**config.mk**
```make
export PLATFORM = sky130hd
export DESIGN_NAME = mhq_cell
export DESIGN_NICKNAME = d
export VERILOG_FILES = /design/src/sv/mhq_pkg.sv /design/src/sv/mhq_cell.sv
export SDC_FILE = /design/constraint.sdc
export NUM_CORES = 1
export LEC_CHECK = 0
export BUFFER_PORTS_ARGS = -buffer_cell sky130_fd_sc_hd__buf_2
export CORE_UTILIZATION = 50
export CTS_BUF_LIST = sky130_fd_sc_hd__clkbuf_8
export CTS_CLUSTER_DIAMETER = 30
export DETAILED_ROUTE_END_ITERATION = 6
export PLACE_DENSITY = 0.87
export SLEW_MARGIN = 20
export SYNTH_ARGS = -nofsm -noshare
export SYNTH_HDL_FRONTEND = slang
export SYNTH_SLANG_ARGS = --single-unit
```
**constraint.sdc**
```tcl
create_clock -name clk -period 4.8 [get_ports clk]
set_input_delay 0.24 -clock clk [delete_from_list [all_inputs] [get_ports clk]]
set_output_delay 0.24 -clock clk [all_outputs]
set_load 0.02 [all_outputs]
```
**src/sv/mhq_pkg.sv**
```systemverilog
`default_nettype none
// ----------------------------------------------------------------------------
// mhq_pkg: shared types and codes for the max-heap unit
// Request and status codes, data width and the per-cell control bundle.
// ----------------------------------------------------------------------------
package mhq_pkg;

  localparam int DATA_W       = 32;
  localparam int COUNT_W      = 9;
  localparam int CAP_DEFAULT  = 256;
  localparam int GROUP_SIZE   = 16;

  localparam logic FN_INSERT = 1'b0;
  localparam logic FN_DELETE = 1'b1;

  localparam logic [1:0] ST_DONE      = 2'd0;
  localparam logic [1:0] ST_FULL      = 2'd1;
  localparam logic [1:0] ST_NOT_FOUND = 2'd2;

  typedef struct packed {
    logic cmp;
    logic ins;
    logic del;
  } cell_ctrl_t;

endpackage : mhq_pkg
`default_nettype wire

```
**src/sv/mhq_cell.sv**
```systemverilog
`default_nettype none
// ----------------------------------------------------------------------------
// mhq_cell: one slot of the sorted entry chain
// Holds one value; compares it with the request key and, on update, keeps it,
// takes the key, or takes a neighbor's value so the chain stays descending.
// ----------------------------------------------------------------------------
module mhq_cell (
  input  logic                                clk,
  input  mhq_pkg::cell_ctrl_t                 ctrl,
  input  logic signed [mhq_pkg::DATA_W-1:0]   key,
  input  logic                                valid,
  input  logic signed [mhq_pkg::DATA_W-1:0]   prev_data,
  input  logic                                prev_ge,
  input  logic signed [mhq_pkg::DATA_W-1:0]   next_data,
  output logic signed [mhq_pkg::DATA_W-1:0]   data,
  output logic                                ge,
  output logic                                eq
);
  import mhq_pkg::*;

  logic gt;

  always_ff @(posedge clk) begin
    if (ctrl.cmp) begin
      gt <= valid && (data > key);
      eq <= valid && (data == key);
    end
  end

  assign ge = gt | eq;

  // insert: slots at or above the key stay, the first smaller one takes it,
  // the rest shift down. delete: slots not above the key shift up.
  always_ff @(posedge clk) begin
    if (ctrl.ins) begin
      if (!ge) begin
        data <= prev_ge ? key : prev_data;
      end
    end else if (ctrl.del) begin
      if (!gt) begin
        data <= next_data;
      end
    end
  end

endmodule : mhq_cell
`default_nettype wire

```
==> impl_metrics.tcl, run 1 <==
set metrics [dict create \
    fraction_of_power_spent_switching_nets 0.3084 \
    h_tree_levels 2 \
    fillerInstances 391 \
    drt.antenna.violating_nets 0 \
    synth.lib_cells_used.distinct 26 \
    io_buffer_count 135 \
    vertical_die_dimension_um 73.12 \
    setup_tns_final_ns 0 \
    dieArea_um2 5346 \
    die_width_um 73.12 \
    p_sw_w 0.0002517 \
    vdd_ir_drop_max_uv 151.7 \
    timing_worst_setup_path_type "register to register" \
    hold_path_startpoint "ctrl[2]" \
    timing_hold_violations_final 0 \
    postSynth.topFlopCell "edfxtp_1" \
    timing.critical_path.from "data[19]" \
    pwr-share-clk 0.247 \
    clkLatencyLatePin_ns 0.28 \
    cts.repair.resized 0 \
    worst_hold_path.num_cells 1 \
    wire_length_of_the_first_global_routing_pass_mm 9.798 \
    post_cts_hold_buffer_count 0 \
    max-cap-violations 0 \
    timing.critical_path.fanout_max 2 \
    mappedNetlistArea_um2 2529 \
    synth.most_common_cell "a21oi_1" \
    grt_usage 0.2368 \
    timing_worst_slew_pin_value_ns 0.9568 \
    power.combinational.fraction 0.294 \
    totalPowerFinal_w 0.0008162 \
    share_of_async_settable_or_async_resettable_flops_after_synthesis 0 \
    dr.first_iter.drc_count 91 \
    cells_along_the_critical_path "ha_1 -> a21oi_2 -> o21ai_1 -> a221o_1 -> a2111oi_2 -> nand2_1 -> mux2i_1" \
    p_int_w 0.0005644 \
    synth_largest_area_cell "edfxtp_1" \
    synth.net_count 396 \
    min_to "gt" \
    power.density_nw_per_um2 244.4 \
    setup_repair_after_global_routing_missed_its_margin "no" \
    critPathSlowestCell "edfxtp_1" \
    slowest_delay_ns 0.39 \
    hold_path_class "input port to register" \
    syn_to_final_growth_pct 32.06 \
    worst_slew_margin_rel 0.3621 \
    antenna_found_initial 0 \
    final_min_period_over_clock_period 0.4408 \
    wl_per_cell_um 13.03 \
    critical_path.endpoint_type "register" \
    setup.reg_to_reg.worst_slack_ns 2.68 \
    clock_tree.root_cell "clkbuf_8" \
    drc 0 \
    cellLeakagePower_nw 1.756 \
    final.min_clock_period_ns 2.116 \
    regToRegStartpoint "data[19]" \
    layout.nets 528 \
    avgViaCountPerCell 5.076 \
    outcome "finished, final reports clean" \
    synth-warning-count 0 \
    seq_power_share 0.459 \
    num_io_pins 136 \
    first_global_vias 2390 \
    placement_stage_cell_area_um2 3258 \
    synth-edff-count 34 \
    ff_latch_area_um2 1021 \
    stdcell_count 462 \
    final_layout_size_suffix_gt1_frac 0.3722 \
    synth_top_area_frac 0.4038 \
    cts.repair_timing.setup_buffer_count 0 \
    clock.fmax_mhz 472.6 \
    timing.critical_path.arrival_ns 2.15 \
    antenna_cells_inserted 0 \
    dp_hpwl_mm 4.852 \
    tritoncts "yes" \
    row_cnt 25 \
    clock-skew-final_ns 0.006781 \
    synth_commonest_cells "42 x a21oi_1, 37 x nor2_1, 34 x edfxtp_1, 34 x inv_1, 34 x mux2i_1" \
    post_synth.cell_area_avg_um2 9.651 \
    path_clk_slew_ns 0.07 \
    largest_net_degree_at_the_start_of_global_routing 66 \
    cts_buffers 5 \
    r2r_end "gt" \
    timing.critical_path.required_ns 4.84 \
    layout.cell_area.non_filler_um2 3339 \
    fin_ws_ns 2.684 \
    gpl.final_weighted_congestion 0.7840 \
    detail_route.wirelength_mm 6.021 \
    drtPass1Iterations 4 \
    area_occupied_by_multi_input_gates_um2 1343 \
    cts-root-to-sink-buffers 2 \
    preCtsSetupSlack_ns 2.617 \
    reg2reg_depth 7 \
    synth.ff_latch_count 34 \
    synth.yosys.seq_area_share 0.4038 \
    core_area_um2 4786 \
    congestion_overflow_gr 0 \
    via_count 2345 \
    sink_count 34 \
    finalSetupViolCount 0 \
    dpl.cell_count 454 \
    startpoint_type "register" \
    syn_inst 262 \
    slew_viol_final 0 \
    effective_utilization_at_floorplan 0.5284 \
    yosys-top-cells-area "edfxtp_1 40%, ha_1 16%, mux2i_1 13%" \
]
layout make-up:
class,instances,share of cell area
Clock buffer,5,0.02061
Clock inverter,3,0.003747
Inverter,34,0.03822
Multi-Input combinational cell,183,0.4020
Sequential cell,34,0.3057
Tap cell,67,0.02510
Timing Repair Buffer,136,0.2046
worst max path at each step:
stage	endpoint	slack [ns]	cells past startpoint
2_1_floorplan	data[0]	2.38	3
3_3_place_gp	gt	2.71	7
3_5_place_dp	data[9]	2.62	4
4_1_cts	gt	2.67	7
5_1_grt	gt	2.45	7
6_report	gt	2.68	7
layer usage:
metal,global-route usage,wire (µm),share of wire
met3,0.04144,278,0.046
met1,0.2489,2445,0.41
met2,0.4475,3152,0.52
met4,0.1198,145,0.024
met5,0,0,0
critical path, delay by kind of cell, from the launching register on:
kind,cells,cell delay [ns]
flip-flops,1,0.39
AO/OA/AOI/OAI,4,0.93
adder cells (fa/ha/maj),1,0.32
multiplexers,1,0.13
AND/OR/NAND/NOR,1,0.10
power by group through the flow:
stage / combinational [W] / sequential [W] / clock (W)
final: 0.000240 / 0.000374 / 0.000201
after global routing: 0.000271 / 0.000378 / 0.000215
after CTS: 0.000242 / 0.000375 / 0.000206
after detailed placement: 0.000241 / 0.000381 / 0
after global placement: 0.000233 / 0.000379 / 0
after floorplan: 0.000117 / 0.000409 / 0
flip-flops by register name, indices dropped and copies added, names as in the netlist:
signal	cells
data	32
eq	1
gt	1
cells in the final DEF (no fill, tap or decap), drive strengths merged:
master / instances
nand4: 4
o211ai: 1
a21o: 3
edfxtp: 34
o21ai: 2
a21boi: 1
a2111oi: 1
a21oi: 44
a221o: 2
o31ai: 1
buf: 136
inv: 35
and3: 1
clkbuf: 5
nand3: 6
and4: 2
or2: 1
nand3b: 1
nand2: 7
ha: 32
clkinv: 2
nor2: 37
mux2i: 34
nor4: 1
nor2b: 2
kinds of logic (layout without fill, tap and decap cells):
kind of cell,after synthesis,in the layout,synth area share
compound gates,55,55,0.1257
fa+ha+maj,32,32,0.1583
buf+inv,45,178,0.06828
flops,34,34,0.4038
mux,34,34,0.1346
simple gates,62,62,0.1094
through the flow:
step,util,hold slack (ns)
after floorplan,-,0.3525
after global placement,0.6808,0.4606
after detailed placement,0.6808,0.4609
after CTS,0.6978,0.1650
after global routing,0.6978,0.1676
final,0.6978,0.1730
Note: power is estimated with default switching activity, not from simulation.
==> run 2: changes to the inputs <==
ABC_AREA = 1   (was not set)
CORE_UTILIZATION = 47   (was 50)
PLACE_DENSITY = 0.82   (was 0.87)
clock period = 2.03 ns   (was 4.8 ns; I/O delays follow)
==> impl_metrics.tcl, run 2 <==
set metrics [dict create \
    critical_path.endpoint_type "register" \
    slew_viol_final 0 \
    cells_along_the_critical_path "ha_1 -> nand2_1 -> nor2_2 -> nand2_2 -> nor2_2 -> nand2_1 -> nand2_1 -> nand2_1 -> nand2_1 -> nor2_2" \
    yosys.area_share.simple 0.1946 \
    mostFrequentLayoutCell "buf_2" \
    cts.repair_timing.setup_buffer_count 0 \
    timing.critical_path.required_ns 2.08 \
    drc 0 \
    synth.ff_latch_count 34 \
    largest_reg_flops 32 \
    worstPathBufferInverterCount 0 \
    layout.nets 594 \
    cellLeakagePower_nw 1.773 \
    synth_top_area_frac 0.4010 \
    setup_repair_after_global_routing_missed_its_margin "no" \
    timing_hold_violations_final 0 \
    mappedNetlistArea_um2 2546 \
    pwr-share-clk 0.248 \
    timing.critical_path.fanout_max 4 \
    p_sw_w 0.0006437 \
    syn_to_final_growth_pct 32.53 \
    stdcell_count 530 \
    synth-xor-area-share 0 \
    crit_top_cell "nand2_1" \
    avgViaCountPerCell 4.974 \
    largest_net_degree_at_the_start_of_global_routing 34 \
    placement_stage_cell_area_um2 3296 \
    congestion_overflow_gr 0 \
    worst_slew_margin_rel 0.2818 \
    most-common-layout-cells "135 x buf_2, 69 x nand2_1, 61 x o21ai_0" \
    gpl.final_weighted_congestion 0.7848 \
    postSynth.topFlopCell "edfxtp_1" \
    timing_worst_slew_pin_value_ns 1.076 \
    drtPass1Iterations 4 \
    path_clk_slew_ns 0.08 \
    power.density_nw_per_um2 584.2 \
    share_of_async_settable_or_async_resettable_flops_after_synthesis 0 \
    clock_tree.root_cell "clkbuf_8" \
    via_count 2636 \
    synth.lib_cells_used.distinct 19 \
    num_io_pins 136 \
    timing.critical_path.arrival_ns 1.83 \
    clock-skew-final_ns 0.01002 \
    seq_power_share 0.453 \
    main_combinational_cell_family_by_area_after_synthesis "simple AND/OR/NAND/NOR gates" \
    antenna_found_initial 0 \
    dr.first_iter.drc_count 114 \
    synth-edff-count 34 \
    fraction_of_power_spent_switching_nets 0.3265 \
    timing_worst_setup_path_type "register to register" \
    synth_commonest_cells "69 x nand2_1, 61 x o21ai_0, 43 x inv_1, 43 x nor2_1, 34 x edfxtp_1" \
    post_cts_hold_buffer_count 0 \
    max_flop_register "data" \
    drt.antenna.violating_nets 0 \
    reg.largest.list "data (32), eq (1), gt (1)" \
    final_min_period_over_clock_period 0.8769 \
    cts_buffers 5 \
    h_tree_levels 2 \
    cts-root-to-sink-buffers 2 \
    synth.most_common_cell "nand2_1" \
    grt_usage 0.2512 \
    finalSetupViolCount 0 \
    dpl.cell_count 523 \
    outcome "finished, final reports clean" \
    wire_length_of_the_first_global_routing_pass_mm 10.72 \
    synth.yosys.seq_area_share 0.4010 \
    cell_family_with_most_cp_delay "simple AND/OR/NAND/NOR gates" \
    wl_per_cell_um 12.69 \
    yosys.area_share.adder 0.1572 \
    p_int_w 0.001328 \
    yosys-top-cells-area "edfxtp_1 40%, ha_1 16%, o21ai_0 12%" \
    post_synth.cell_area_avg_um2 7.787 \
    fin_util 0.6524 \
    die_width_um 75.61 \
    synth.net_count 461 \
    setup_tns_final_ns 0 \
    vertical_die_dimension_um 75.61 \
    max-cap-violations 0 \
    vdd_ir_drop_max_uv 310.1 \
    first_global_vias 2474 \
    final.min_clock_period_ns 1.780 \
    cts.repair.resized 0 \
    sink_count 34 \
    critPathSlowestCell "edfxtp_1" \
    layout.cell_area.non_filler_um2 3374 \
    area_fraction_in_compound_gates_after_synthesis 0.1646 \
    dieArea_um2 5716 \
    synth-warning-count 0 \
    effective_utilization_at_floorplan 0.4923 \
    syn_inst 327 \
    core_area_um2 5172 \
    power.combinational.fraction 0.299 \
    synth_largest_area_cell "edfxtp_1" \
    row_cnt 26 \
    detail_route.wirelength_mm 6.726 \
    startpoint_type "register" \
    io_buffer_count 135 \
    post_synth_mux_area_share 0 \
    clkLatencyLatePin_ns 0.29 \
    dp_hpwl_mm 5.044 \
    slowest_delay_ns 0.42 \
    antenna_cells_inserted 0 \
    hold_path_class "input port to register" \
    clock.fmax_mhz 561.8 \
    tritoncts "yes" \
    final_layout_size_suffix_gt1_frac 0.3326 \
    holdWs_ns 0.03476 \
]
==> run 2: changes by cell type after synthesis, sizes merged, moves of 9 or more <==
cell   change
inv        +9
a21oi     -31
nand2     +63
o21ai     +64
nor2       +9
mux2i     -34
==> run 2: path summary, 6_finish.rpt <==
kind	start	to	slack [ns]	cells past startpoint
max reg2reg	data[31]	gt	0.25	10
min reg2reg	data[31]	gt	0.90	5
max	data[31]	gt	0.25	10
min	ctrl[2]	eq	0.03	1
==> run 2: cell families (layout without fill, tap and decap cells) <==
kind of cell / count (synthesis) / after routing
AO/OA/AOI/OAI: 82 / 82
flip-flops: 34 / 34
AND/OR/NAND/NOR: 124 / 124
adder cells (fa/ha/maj): 32 / 32
buffers and inverters: 55 / 188
==> run 2: stage by stage <==
step | total power, W | setup slack [ns]
3_3_place_gp | 0.001479 | 0.2751
3_5_place_dp | 0.001498 | 0.2619
5_1_grt | 0.002098 | 0.1054
6_report | 0.001971 | 0.2499
4_1_cts | 0.001988 | 0.2449
2_1_floorplan | 0.001258 | 0.1242
==> run 2: per-layer routing <==
layer,part of all wire,GRT usage,vias up,wire length [µm]
met3,0.044,0.05423,4,297
met5,0,0,-,0
li1,-,-,1351,-
met4,0.0082,0.08025,0,55
met1,0.44,0.3083,1197,2968
met2,0.51,0.4405,84,3405
==> run 2: final cells by class <==
cell class | count | area, µm²
clock inverter | 2 | 10.01
inverter | 43 | 161.4
fill | 473 | 1798
timing repair buffer | 138 | 698.2
multi-input combinational | 238 | 1328
tap | 70 | 87.58
clock buffer | 5 | 68.82
sequential | 34 | 1021
==> run 2: power groups by stage <==
stage	logic [W]	clock network (W)	registers, W
floorplan	0.000277	0	0.000981
global placement	0.000576	0	0.000903
detailed placement	0.000589	0	0.000909
CTS	0.000593	0.000502	0.000893
global route	0.000674	0.000524	0.000900
finish	0.000590	0.000489	0.000892
==> run 3: changes to the inputs <==
RECOVER_POWER = 100   (was not set)
==> impl_metrics.tcl, run 3 (synthesized netlist as in run 2, its figures left out) <==
set metrics [dict create \
    worst_hold_path.num_cells 1 \
    mostFrequentLayoutCell "buf_2" \
    avgViaCountPerCell 4.998 \
    timing_worst_setup_path_type "register to register" \
    first_global_vias 2474 \
    fin_util 0.6427 \
    wire_length_of_the_first_global_routing_pass_mm 10.72 \
    final_layout_size_suffix_gt1_frac 0.2522 \
    dp_hpwl_mm 5.044 \
    sink_count 34 \
    syn_to_final_growth_pct 30.57 \
    row_cnt 26 \
    totalPowerFinal_w 0.001951 \
    finalSetupViolCount 0 \
    slew_viol_final 0 \
    num_io_pins 136 \
    clock-skew-final_ns 0.007814 \
    timing.critical_path.arrival_ns 1.88 \
    timing.critical_path.required_ns 2.08 \
    max-cap-violations 0 \
    setup.reg_to_reg.worst_slack_ns 0.20 \
    antenna_cells_inserted 0 \
    antenna_found_initial 0 \
    h_tree_levels 2 \
    startpoint_type "register" \
    gpl.final_weighted_congestion 0.7848 \
    reg.largest.list "data (32), eq (1), gt (1)" \
    holdWs_ns 0.07163 \
    cts.repair_timing.setup_buffer_count 0 \
    min_to "gt" \
    core_area_um2 5172 \
    power.density_nw_per_um2 587.0 \
    setup_tns_final_ns 0 \
    largest_net_degree_at_the_start_of_global_routing 34 \
    final.min_clock_period_ns 1.826 \
    dr.first_iter.drc_count 121 \
    cts_buffers 5 \
    timing_hold_violations_final 0 \
    layout.cell_area.non_filler_um2 3324 \
    clock.fmax_mhz 547.7 \
    path_clk_slew_ns 0.08 \
    detail_route.wirelength_mm 6.707 \
    layout.nets 594 \
    post_cts_hold_buffer_count 0 \
    via_count 2649 \
    clock_tree.root_cell "clkbuf_8" \
    drc 0 \
    largest_reg_flops 32 \
    cellLeakagePower_nw 1.671 \
    r2r_end "gt" \
    hold_path_startpoint "ctrl[2]" \
    timing_worst_slew_pin_value_ns 1.074 \
    wl_per_cell_um 12.65 \
    cts-root-to-sink-buffers 2 \
    timing.critical_path.fanout_max 4 \
    final_min_period_over_clock_period 0.8995 \
    congestion_overflow_gr 0 \
    dieArea_um2 5716 \
    effective_utilization_at_floorplan 0.4923 \
    critical_path.endpoint_type "register" \
    placement_stage_cell_area_um2 3296 \
    drt.antenna.violating_nets 0 \
    most-common-layout-cells "99 x buf_2, 69 x nand2_1, 66 x o21ai_0" \
    tritoncts "yes" \
    reg2reg_depth 10 \
    outcome "finished, final reports clean" \
    setup_repair_after_global_routing_missed_its_margin "no" \
    worst_slew_margin_rel 0.2835 \
    io_buffer_count 135 \
    hold_path_class "input port to register" \
    vdd_ir_drop_max_uv 311.9 \
    die_width_um 75.61 \
    cts.repair.resized 0 \
    clkLatencyLatePin_ns 0.28 \
    grt_usage 0.2512 \
    max_flop_register "data" \
    drtPass1Iterations 4 \
    regToRegStartpoint "data[31]" \
    vertical_die_dimension_um 75.61 \
]
-- run 3: cell count changes in the layout (fill, tap and decap cells not counted), sizes merged --
cell and delta:
buf -37, clkbuf +37
-- run 3: power by group --
| part | leakage [nW] | total, W | switching [W] | internal [W] |
|---|---|---|---|---|
| Sequential | 0.329 | 0.000895 | 0.0000352 | 0.000860 |
| Clock | 0.0438 | 0.000486 | 0.000256 | 0.000231 |
| Combinational | 1.30 | 0.000570 | 0.000350 | 0.000220 |
-- run 3: layer usage --
| layer | wire length [µm] | vias up | GRT usage |
|---|---|---|---|
| met2 | 3374 | 100 | 0.4405 |
| met3 | 375 | 8 | 0.05423 |
| met5 | 0 | - | 0 |
| li1 | - | 1349 | - |
| met4 | 75 | 0 | 0.08025 |
| met1 | 2881 | 1192 | 0.3083 |
-- run 3: through the flow --
| step | std cells | worst slack (ns) |
|---|---|---|
| finish | 530 | 0.2040 |
| global route | 530 | 0.06507 |
| CTS | 530 | 0.2449 |
| detailed placement | 523 | 0.2619 |
| global placement | 523 | 0.2751 |
| floorplan | 327 | 0.1242 |
-- run 3: how the worst max path moves through the flow --
stage	from	to	slack [ns]	cells past startpoint
floorplan	eq	data[0]	0.12	1
global placement	data[23]	gt	0.28	10
detailed placement	data[31]	gt	0.26	10
CTS	data[31]	gt	0.24	10
global route	data[31]	gt	0.07	10
finish	data[31]	gt	0.20	10
-- run 3: critical path, cell delays in order (launching register included) --
cell      delay [ns]
edfxtp_1        0.42
ha_1            0.36
nand2_1         0.11
nor2_2          0.16
nand2_2         0.07
nor2_1          0.17
nand2_1         0.10
nand2_1         0.06
nand2_1         0.05
nand2_1         0.06
nor2_2          0.03
-- run 3: final cells by class --
| type | count | area (µm²) |
|---|---|---|
| Clock buffer | 5 | 68.82 |
| Clock inverter | 2 | 10.01 |
| Fill cell | 501 | 1848 |
| Inverter | 43 | 161.4 |
| Multi-Input combinational cell | 238 | 1325 |
| Sequential cell | 34 | 1021 |
| Tap cell | 70 | 87.58 |
| Timing Repair Buffer | 138 | 650.6 |
